--- src/hw/rtl/bxf_pkg.sv ---
`timescale 1ns / 1ps
// ----------------------------------------------------------------------------
// bxf_pkg
// Shared types and constants of the box FIR filter.
// ----------------------------------------------------------------------------
package bxf_pkg;

    localparam int unsigned TAPS_DEF   = 1024;
    localparam int unsigned SAMPLE_W   = 32;
    localparam int unsigned GAIN_W     = 32;
    localparam logic [31:0] GAIN_RESET = 32'd2097152;   // 1/1024 in units of 2^-31

    // result buffer depth; must exceed the datapath latency
    localparam int unsigned FIFO_DEPTH = 8;

    typedef struct packed {
        logic        sat;
        logic [31:0] value;
    } t_res;

endpackage

--- src/hw/rtl/bxf_out_fifo.sv ---
`timescale 1ns / 1ps
// ----------------------------------------------------------------------------
// bxf_out_fifo
// Small result buffer that decouples the datapath from downstream stalls.
// ----------------------------------------------------------------------------
module bxf_out_fifo (
    input  logic          i_clk,
    input  logic          i_rst_n,
    input  logic          i_wr,
    input  bxf_pkg::t_res i_data,
    input  logic          i_rd,
    output logic          o_valid,
    output bxf_pkg::t_res o_data
);

    localparam int unsigned DEPTH = bxf_pkg::FIFO_DEPTH;
    localparam int unsigned AW    = $clog2(DEPTH);
    localparam int unsigned CW    = $clog2(DEPTH + 1);

    bxf_pkg::t_res r_mem [DEPTH];
    logic [AW-1:0] r_wr_ptr;
    logic [AW-1:0] r_rd_ptr;
    logic [CW-1:0] r_count;
    logic          w_pop;

    assign o_valid = (r_count != '0);
    assign o_data  = r_mem[r_rd_ptr];
    assign w_pop   = i_rd && o_valid;

    always_ff @(posedge i_clk) begin
        if (i_wr) begin
            r_mem[r_wr_ptr] <= i_data;
        end
    end

    always_ff @(posedge i_clk) begin
        if (!i_rst_n) begin
            r_wr_ptr <= '0;
            r_rd_ptr <= '0;
            r_count  <= '0;
        end else begin
            if (i_wr) begin
                r_wr_ptr <= (r_wr_ptr == AW'(DEPTH - 1)) ? '0 : r_wr_ptr + 1'b1;
            end
            if (w_pop) begin
                r_rd_ptr <= (r_rd_ptr == AW'(DEPTH - 1)) ? '0 : r_rd_ptr + 1'b1;
            end
            unique case ({i_wr, w_pop})
                2'b10:   r_count <= r_count + 1'b1;
                2'b01:   r_count <= r_count - 1'b1;
                default: r_count <= r_count;
            endcase
        end
    end

    a_no_overflow: assert property (@(posedge i_clk) disable iff (!i_rst_n)
        (i_wr && !w_pop) |-> (r_count != CW'(DEPTH)))
        else $error("result buffer overflow");

endmodule

--- config.mk ---
export PLATFORM = sky130hd
export DESIGN_NAME = bxf_out_fifo
export DESIGN_NICKNAME = d
export VERILOG_FILES = /design/src/hw/rtl/bxf_pkg.sv /design/src/hw/rtl/bxf_out_fifo.sv
export SDC_FILE = /design/constraint.sdc
export NUM_CORES = 1
export LEC_CHECK = 0
export BUFFER_PORTS_ARGS = -buffer_cell sky130_fd_sc_hd__clkbuf_2
export CAP_MARGIN = 20
export CORE_MARGIN = 3
export CORE_UTILIZATION = 30
export CTS_CLUSTER_DIAMETER = 150
export DETAILED_ROUTE_END_ITERATION = 6
export PLACE_DENSITY = 0.5
export SETUP_SLACK_MARGIN = 0.1
export SLEW_MARGIN = 20
export SYNTH_ARGS = -nofsm -noshare
export SYNTH_HDL_FRONTEND = slang
export SYNTH_SLANG_ARGS = --single-unit
--- constraint.sdc ---
create_clock -name i_clk -period 3.1 [get_ports i_clk]
set_input_delay 0 -clock i_clk [delete_from_list [all_inputs] [get_ports i_clk]]
set_output_delay 0 -clock i_clk [all_outputs]
set_load 0.05 [all_outputs]
==> reports/qor.yml <==
setup_viol: 0
crit_required_ns: 3.10
comb_power_share_pct: 21.3
tightest_slew_ns: 0.737
post-route-period-util_pct: 87.9
p_leak_nw: 4.21
grt_first_pass_wirelength_mm: 34.1
antennaDiodeCount: 0
wirelength_mm: 22.2
row_count: 68
max-slew-margin-rel_pct: 50.8
via_per_inst: 4.61
antenna_found_initial: 0
avgSynthCellArea_um2: 23.3
clk_pin_slew_worst_paths_ns: 0.06
fin_skew_ns: 0.0123
grt_pass1_vias: 5459
die_h_um: 194
p_int_mw: 7.26
drtIter0Drc: 280
maxSlewViolCount: 0
final_cell_mix: "edfxtp_1 (264), clkbuf_2 (70), mux4_2 (60), dlygate4sd3_1 (37), mux2_2 (34)"
end_kind: "output pin"
p_sw_mw: 2.79
fill_cells: 3173
min_period_ns: 2.73
wl_per_cell_um: 20.8
port-buffer-count: 70
r2r_slack_ns: 0.40
syn-num-nets: 499
cts_hold_buf: 37
final_common_cell: "edfxtp_1"
rsz0062_at_grt: "no"
cts.sinks: 277
pwr-share-clk_pct: 35.0
cts_resized: 0
dr.pass1.iters: 4
ys_seq_area_share_pct: 77.3
multi_input_area_um2: 2350
gp_congestion: 0.668
nets: 634
ir_worst_vdd_mv: 0.392
drc: 0
crit_path_start_kind: "flop"
switching_share_pct: 27.7
start_util_pct: 30.5
finalInstanceArea_um2: 13000
overflow: 0
cts_setup_buffers: 0
fin_tns_setup_ns: 0
powerDensity_nw_per_um2: 770
seq_power_share_pct: 43.7
synth_area_leaders: "edfxtp_1 (75%), mux4_2 (13%), mux2_2 (3.6%), dfxtp_1 (2.5%), mux4_1 (1.5%)"
num_vias: 4920
core_um2: 34700
yosysTopAreaCell: "edfxtp_1"
synth_top_area_share_pct: 74.8
cp_max_fo: 22
dpl_cell_area_um2: 11700
dieArea_um2: 37600
cts.path.max_buffers: 3
hold_path_class: "primary input to flop"
die_w_um: 194
grt_usage_pct: 11.8
finalPower_mw: 10.0
synth_seq_cells: 277
hold_violations: 0
reg2reg_depth: 10
arrival_ns: 2.73
crit_type: "flop to output pin"
cts_tree: "built"
grt_start_max_net_pins: 35
ys_types: 31
holdPathStages: 2
cts_made_buffers: 30
final_antenna_net_count: 0
status: "complete, no violations"
io_pins: 71
clk_latency_ns: 0.54
synthCells: 455
maxCapViolCount: 0
htreeDepth: 1
drive_gt1_share_pct: 38.2
place_hpwl_mm: 12.4
area.sequential_um2: 8200
ys_warn_count: 0
cts_root_buffer: "clkbuf_16"
synthToLayoutAreaGrowth_pct: 23.1
fmax_mhz: 367
syn-cell-area_um2: 10600
layer usage:
metal,vias to the layer above,GRT usage [%],wire (um)
li1,2198,-,-
met1,2602,15.5,9630
met2,91,20.5,11200
met3,29,2.07,904
met4,0,2.95,413
met5,-,0,0
layout make-up:
cell class / count / share of cell area (%)
multi-input combinational: 156 / 18.0
timing repair buffer: 123 / 7.21
tap: 455 / 4.37
clock inverter: 18 / 1.43
inverter: 2 / 0.0576
sequential: 277 / 62.9
clock buffer: 36 / 6.09
registers in the layout, summed over array words and instances, names as in the netlist, named ones only:
signal	flops
r_count	4
r_rd_ptr	3
r_wr_ptr	3
r_mem	264
worst max-delay path, stage by stage, from the launching register on:
cell and delay, ns:
dfxtp_4 0.66, buf_4 0.38, mux4_2 0.55, mux2_2 0.32, clkbuf_2 0.25
metrics by stage:
| step | hold WS (ns) | std cells | setup slack (ns) | utilization, % |
|---|---|---|---|---|
| after floorplan | 0.0989 | 455 | 0.359 | - |
| after global placement | 0.268 | 976 | 0.547 | 33.7 |
| after detailed placement | 0.281 | 976 | 0.380 | 33.7 |
| after CTS | 0.252 | 1067 | 0.281 | 37.6 |
| after global routing | 0.284 | 1067 | 0.189 | 37.6 |
| final | 0.267 | 1067 | 0.374 | 37.6 |
synth_stat cells:
cell      number
a21boi_0       1
nand4b_1       1
nand3_1        1
or3_1          2
o21ai_0        2
buf_6          5
a21oi_1        1
mux2i_1        4
nor4b_1        1
clkbuf_1       8
xnor2_1        1
a41oi_1        1
ha_1           7
nor3_1         3
nand2b_1       4
buf_2          6
edfxtp_1     264
buf_1          1
or4_1          1
o41ai_1        1
mux2_2        34
nor2_1         6
mux4_2        60
nand2_1        9
inv_1          2
dfxtp_1       13
xor2_1         2
mux4_1         6
nor2b_1        3
and2_1         2
a21boi_1       3
kinds of logic after synthesis:
kind of cell | after synthesis | share of synthesized area [%]
flip-flops | 277 | 77.3
multiplexers | 104 | 18.2
AND/OR/NAND/NOR | 33 | 1.61
buffers and inverters | 22 | 1.20
AO/OA/AOI/OAI | 9 | 0.591
adder cells (fa/ha/maj) | 7 | 0.827
XOR/XNOR | 3 | 0.248
power groups by stage:
stage                     Sequential, mW  Clock, mW  Combinational (mW)
final                               4.39       3.52                2.14
after global routing                4.42       3.78                2.29
after CTS                           4.39       3.63                2.19
after detailed placement            4.47          0                2.14
after global placement              4.46          0                2.12
after floorplan                     4.34          0                1.77
worst paths after layout:
kind / from / end
min: i_data[11] / r_mem[0][11]
max: flop / o_data[4]
max reg2reg: r_count[1] / r_count[2]
min reg2reg: r_rd_ptr[0] / flop
No activity file was read; power rests on OpenSTA's default activity.
