`config.mk`:
```
export PLATFORM = sky130hd
export DESIGN_NAME = bxf_scale
export DESIGN_NICKNAME = d
export VERILOG_FILES = /design/src/hw/rtl/bxf_pkg.sv /design/src/hw/rtl/bxf_scale.sv
export SDC_FILE = /design/constraint.sdc
export NUM_CORES = 2
export LEC_CHECK = 0
export BUFFER_PORTS_ARGS = -buffer_cell sky130_fd_sc_hd__buf_2
export CAP_MARGIN = 20
export CORE_ASPECT_RATIO = 0.8
export CORE_UTILIZATION = 30
export CTS_CLUSTER_SIZE = 14
export DETAILED_ROUTE_END_ITERATION = 7
export PLACE_DENSITY = 0.4
export SYNTH_ARGS = -nofsm -noshare
export SYNTH_HDL_FRONTEND = slang
export SYNTH_SLANG_ARGS = --single-unit
```
`constraint.sdc`:
```
create_clock -name i_clk -period 16.4 [get_ports i_clk]
set_clock_uncertainty 0.1 [all_clocks]
set_input_delay 1.64 -clock i_clk [delete_from_list [all_inputs] [get_ports i_clk]]
set_output_delay 1.64 -clock i_clk [all_outputs]
set_load 0.02 [all_outputs]
```
`src/hw/rtl/bxf_pkg.sv`:
```
`timescale 1ns / 1ps
// ----------------------------------------------------------------------------
// bxf_pkg
// Shared types and constants of the box FIR filter.
// ----------------------------------------------------------------------------
package bxf_pkg;

    localparam int unsigned TAPS_DEF   = 1024;
    localparam int unsigned SAMPLE_W   = 32;
    localparam int unsigned GAIN_W     = 32;
    localparam logic [31:0] GAIN_RESET = 32'd2097152;   // 1/1024 in units of 2^-31

    // result buffer depth; must exceed the datapath latency
    localparam int unsigned FIFO_DEPTH = 8;

    typedef struct packed {
        logic        sat;
        logic [31:0] value;
    } t_res;

endpackage

```
`src/hw/rtl/bxf_scale.sv`:
```
`timescale 1ns / 1ps
// ----------------------------------------------------------------------------
// bxf_scale
// Gain multiply, round half away from zero and saturate to Q1.31.
// ----------------------------------------------------------------------------
module bxf_scale #(
    parameter int unsigned SUM_W = 42
) (
    input  logic                    i_clk,
    input  logic                    i_rst_n,
    input  logic                    i_valid,
    input  logic signed [SUM_W-1:0] i_sum,
    input  logic [31:0]             i_gain,
    output logic                    o_valid,
    output bxf_pkg::t_res           o_res
);

    localparam int unsigned PP_W   = SUM_W + 16;
    localparam int unsigned PROD_W = SUM_W + 33;
    localparam int unsigned RND_W  = PROD_W - 31;

    logic               r_p2_valid, r_p3_valid, r_p4_valid, r_p5_valid;
    logic               r_p2_neg, r_p3_neg, r_p4_neg;
    logic [SUM_W-1:0]   r_mag;
    logic [PP_W-1:0]    r_pq;
    logic [PP_W-1:0]    r_pa;
    logic [RND_W-1:0]   r_rnd;
    bxf_pkg::t_res      r_res;
    logic [PROD_W-1:0]  w_full;
    bxf_pkg::t_res      n_res;

    // mag*gain = (mag*gain_hi << 16) + mag*gain_lo, plus 2^30 for rounding
    assign w_full = {r_pq, 16'd0}
                  + {{(PROD_W-PP_W){1'b0}}, r_pa}
                  + (PROD_W'(1) << 30);

    always_comb begin
        n_res.sat   = 1'b0;
        n_res.value = r_rnd[31:0];
        if (r_p4_neg) begin
            if (r_rnd > RND_W'(33'h0_8000_0000)) begin
                n_res.sat   = 1'b1;
                n_res.value = 32'h8000_0000;
            end else begin
                n_res.value = 32'd0 - r_rnd[31:0];
            end
        end else if (r_rnd > RND_W'(33'h0_7FFF_FFFF)) begin
            n_res.sat   = 1'b1;
            n_res.value = 32'h7FFF_FFFF;
        end
    end

    always_ff @(posedge i_clk) begin
        r_p2_neg <= i_sum[SUM_W-1];
        r_mag    <= i_sum[SUM_W-1] ? SUM_W'(-i_sum) : SUM_W'(i_sum);
        r_p3_neg <= r_p2_neg;
        r_pq     <= PP_W'(r_mag * i_gain[31:16]);
        r_pa     <= PP_W'(r_mag * i_gain[15:0]);
        r_p4_neg <= r_p3_neg;
        r_rnd    <= w_full[PROD_W-1:31];
        r_res    <= n_res;
    end

    always_ff @(posedge i_clk) begin
        if (!i_rst_n) begin
            r_p2_valid <= 1'b0;
            r_p3_valid <= 1'b0;
            r_p4_valid <= 1'b0;
            r_p5_valid <= 1'b0;
        end else begin
            r_p2_valid <= i_valid;
            r_p3_valid <= r_p2_valid;
            r_p4_valid <= r_p3_valid;
            r_p5_valid <= r_p4_valid;
        end
    end

    assign o_valid = r_p5_valid;
    assign o_res   = r_res;

endmodule

```
==> parameters.txt <==
Parameter                              Value

Status
  Run status    finished clean

Clocking
  CTS HTree Levels    1
  Reg clk slew, reported paths    around 0.070 ns
  Number of buffers created by CTS    30
  Clock tree from TritonCTS    built
  Sink Count    around 230
  Hold-fix buffers at CTS    0
  Resize count post-CTS    0
  Buffer levels on the longest clock path    3
  Clock insertion delay at the later pin of the skew report    around 0.66 ns
  Root buffer cell    sky130_fd_sc_hd__clkbuf_16
  Count of buffers added by post-CTS timing repair for setup    0

Layout
  Most common cell after layout, fill and taps aside    sky130_fd_sc_hd__inv_1
  Highest-count cells in the layout ignoring fill and taps    1296 x sky130_fd_sc_hd__inv_1, 1115 x sky130_fd_sc_hd__fa_1, 1042 x sky130_fd_sc_hd__nand2_1
  Synthesis-to-finish area growth    7.57%
  Fraction of final layout cells with drive strength greater than 1    0.0473
  Fraction of the core area covered by cells at the end of the flow    0.326
  NumNets Final    7222

STA
  Final-layout setup total negative slack    0 ns
  Number of setup violations in the final report    0
  Final worst path period share    0.525
  Highest clock frequency the design can meet    between 100 and 150 MHz
  Slew @ Worst Pin    between 1 and 1.5 ns
  Minimum clock period    about 8.6 ns
  Unrepaired setup endpoints after global routing    false
  Number of max-slew violations in the final report    0
  Relative slew margins    0.201
  Final Hold Slack    around 0.25 ns
  Hold Vio Cnt, Final    0

Global route
  Largest net degree at the start of global routing    44
  Global route overflow    0
  Wire length of the first global-routing pass    around 250000 um
  Combined global-route utilization of all metal layers    0.198
  Initial antenna violation count    16
  Via count of the first global-routing pass    40600

Synthesis
  Register area share after synthesis    0.0894
  Async SR Flop Fraction    0
  EDFF count, synth    0
  Number of synthesized register bits    around 230
  Cell taking the most area after synthesis    sky130_fd_sc_hd__fa_1
  Synth Net Count    between 7000 and 8000
  Most used flip-flop cell after synthesis    sky130_fd_sc_hd__dfxtp_1
  Library cells used by synthesis    between 70 and 80
  Total standard cell area after synthesis    a little over 50000 um2
  Post-Synthesis Mean Instance Area    around 8.8 um2
  Biggest area contributors in the synthesized netlist    sky130_fd_sc_hd__fa_1 44%, sky130_fd_sc_hd__inv_1 9.6%, sky130_fd_sc_hd__dfxtp_1 8.9%, sky130_fd_sc_hd__ha_1 8.4%, sky130_fd_sc_hd__nand2_1 7.7%
  Portion of synthesized cell area occupied by the leading cell type    0.441
  Count of warnings emitted by yosys    0
  Post-Syn Instances    5779

Route
  1st-pass router iterations    8
  Top sig layer    met5
  Average routed wire per standard cell    about 21 um
  DRC Markers    0
  Total via count after detailed routing    ~38000
  Routed length on met2    69300 um
  Detail Route Antenna Nets    0
  DR WL met3    about 11000 um
  Post-detailed-route via-to-cell ratio    roughly 4.7
  Starting DRT DRC Count    approximately 2200
  WL met1    ~80000 um
  Total Wirelength    164000 um

Setup path
  Endpoint arrival time on the critical path    about 9.0 ns
  Critical path launch point type    input pin
  Critical Path RT    between 15 and 20 ns
  Endpoint class of the critical path    flop
  Critical setup path kind    input pin to flop
  Crit path max fanout    42

Floorplan
  Floorplan die height    369 um
  Starting Density    0.303
  IO Count    111
  Horiz. Die Dim    around 460 um
  Area inside the core boundary    167000 um2
  Die Area    roughly 170000 um2
  Rows    roughly 130

Worst hold path
  Hold crit path type    flop to flop

Place
  Port Buffer Count    110
  DP Wirelength    121000 um
  Routability cong.    between 0.8 and 0.9

Job
  Maxcap violations    0
[routing by layer]
metal / global-route usage / vias up
li1: - / 17100
met1: 0.293 / 19400
met2: 0.300 / 864
met3: 0.0381 / 172
met4: 0.0352 / 8
met5: 0 / -
[critical path: stages]
cell	delay, ns
sky130_fd_sc_hd__buf_2	0.78
sky130_fd_sc_hd__nand2_1	0.19
sky130_fd_sc_hd__fa_1	0.55
sky130_fd_sc_hd__fa_1	0.52
sky130_fd_sc_hd__fa_1	0.52
sky130_fd_sc_hd__inv_1	0.06
sky130_fd_sc_hd__fa_1	0.50
sky130_fd_sc_hd__fa_1	0.50
sky130_fd_sc_hd__inv_1	0.05
sky130_fd_sc_hd__fa_1	0.47
sky130_fd_sc_hd__inv_1	0.04
sky130_fd_sc_hd__ha_1	0.33
sky130_fd_sc_hd__and4_1	0.25
sky130_fd_sc_hd__nor2b_1	0.15
sky130_fd_sc_hd__a2111oi_0	0.50
sky130_fd_sc_hd__a21oi_1	0.23
sky130_fd_sc_hd__o21ai_0	0.28
sky130_fd_sc_hd__a21oi_1	0.22
sky130_fd_sc_hd__o21ai_0	0.64
sky130_fd_sc_hd__nand2_1	0.21
sky130_fd_sc_hd__o311a_1	0.37
[kinds of logic (layout without fill, tap and decap cells)]
| logic type | count (synthesis) | in the layout | synth area share |
|---|---|---|---|
| AO/OA/AOI/OAI | 521 | 521 | 0.0682 |
| XOR/XNOR | 174 | 174 | 0.0301 |
| adder cells (fa/ha/maj) | 1456 | 1456 | 0.525 |
| buffers and inverters | 1606 | 1540 | 0.120 |
| flip-flops | 226 | 226 | 0.0894 |
| multiplexers | 2 | 2 | 0.000420 |
| other | 0 | 4 | 0 |
| AND/OR/NAND/NOR | 1794 | 1794 | 0.167 |
[registers in the layout, indices dropped and copies added, names as in the netlist]
| register | cells |
|---|---|
| r_pa | 42 |
| r_rnd | 44 |
| r_p2_valid | 1 |
| o_valid | 1 |
| r_pq | 58 |
| r_p3_valid | 1 |
| r_p4_neg | 1 |
| o_res | 33 |
| r_p3_neg | 1 |
| r_p4_valid | 1 |
| r_mag | 42 |
| r_p2_neg | 1 |
[path summary, 6_finish.rpt]
| kind | startpoint | to | cells past startpoint | slack (ns) |
|---|---|---|---|---|
| min | r_p3_neg | r_p4_neg | 0 | 0.25 |
| max | i_gain[17] | r_pq[52] | 21 | 7.79 |
| max reg2reg | r_mag[12] | r_pq[52] | 21 | 8.78 |
| min reg2reg | r_p3_neg | r_p4_neg | 0 | 0.25 |
[synthesized netlist by cell type (5+ instances only)]
master	instances
sky130_fd_sc_hd__nand2_1	1042
sky130_fd_sc_hd__xor2_1	51
sky130_fd_sc_hd__or3_1	21
sky130_fd_sc_hd__ha_1	341
sky130_fd_sc_hd__and4_1	13
sky130_fd_sc_hd__o21a_1	11
sky130_fd_sc_hd__a21oi_1	142
sky130_fd_sc_hd__o311ai_1	21
sky130_fd_sc_hd__or4_1	10
sky130_fd_sc_hd__and3_1	14
sky130_fd_sc_hd__xnor2_1	123
sky130_fd_sc_hd__o311ai_0	6
sky130_fd_sc_hd__nor4_1	12
sky130_fd_sc_hd__a31o_2	6
sky130_fd_sc_hd__or2_2	6
sky130_fd_sc_hd__o21ai_0	96
sky130_fd_sc_hd__o221ai_1	5
sky130_fd_sc_hd__nand4_1	37
sky130_fd_sc_hd__clkbuf_1	303
sky130_fd_sc_hd__nand3_1	35
sky130_fd_sc_hd__a211o_1	8
sky130_fd_sc_hd__nor2_1	81
sky130_fd_sc_hd__and2_1	433
sky130_fd_sc_hd__nor3_1	43
sky130_fd_sc_hd__a31oi_1	11
sky130_fd_sc_hd__o211ai_1	9
sky130_fd_sc_hd__fa_1	1115
sky130_fd_sc_hd__a211oi_1	13
sky130_fd_sc_hd__nor2b_1	11
sky130_fd_sc_hd__a21boi_0	8
sky130_fd_sc_hd__o21bai_1	19
sky130_fd_sc_hd__a21o_1	92
sky130_fd_sc_hd__inv_1	1296
sky130_fd_sc_hd__dfxtp_1	226
sky130_fd_sc_hd__nand2b_1	19
sky130_fd_sc_hd__o31ai_1	17
sky130_fd_sc_hd__o41ai_1	18
[metrics by stage]
stage / area (um2) / instances / worst slack [ns]
6_report: 54400 / 7961 / 7.79
4_1_cts: 54400 / 7955 / 7.73
5_1_grt: 54400 / 7957 / 7.41
3_5_place_dp: 53300 / 7899 / 7.06
2_1_floorplan: 50600 / 5779 / 8.64
3_3_place_gp: 53300 / 7899 / 7.12
[layout make-up]
| class | instances | area, um2 |
|---|---|---|
| clock inverter | 16 | 230 |
| tap | 2244 | 2810 |
| antenna | 4 | 10.0 |
| sequential | 226 | 4530 |
| multi-input combinational | 3947 | 40000 |
| fill | 17700 | 113000 |
| clock buffer | 40 | 828 |
| inverter | 1296 | 4860 |
| timing repair buffer | 188 | 1140 |
Power is not shown: default switching activity piles up to over one toggle a cycle in this logic, so the estimate is an artifact.
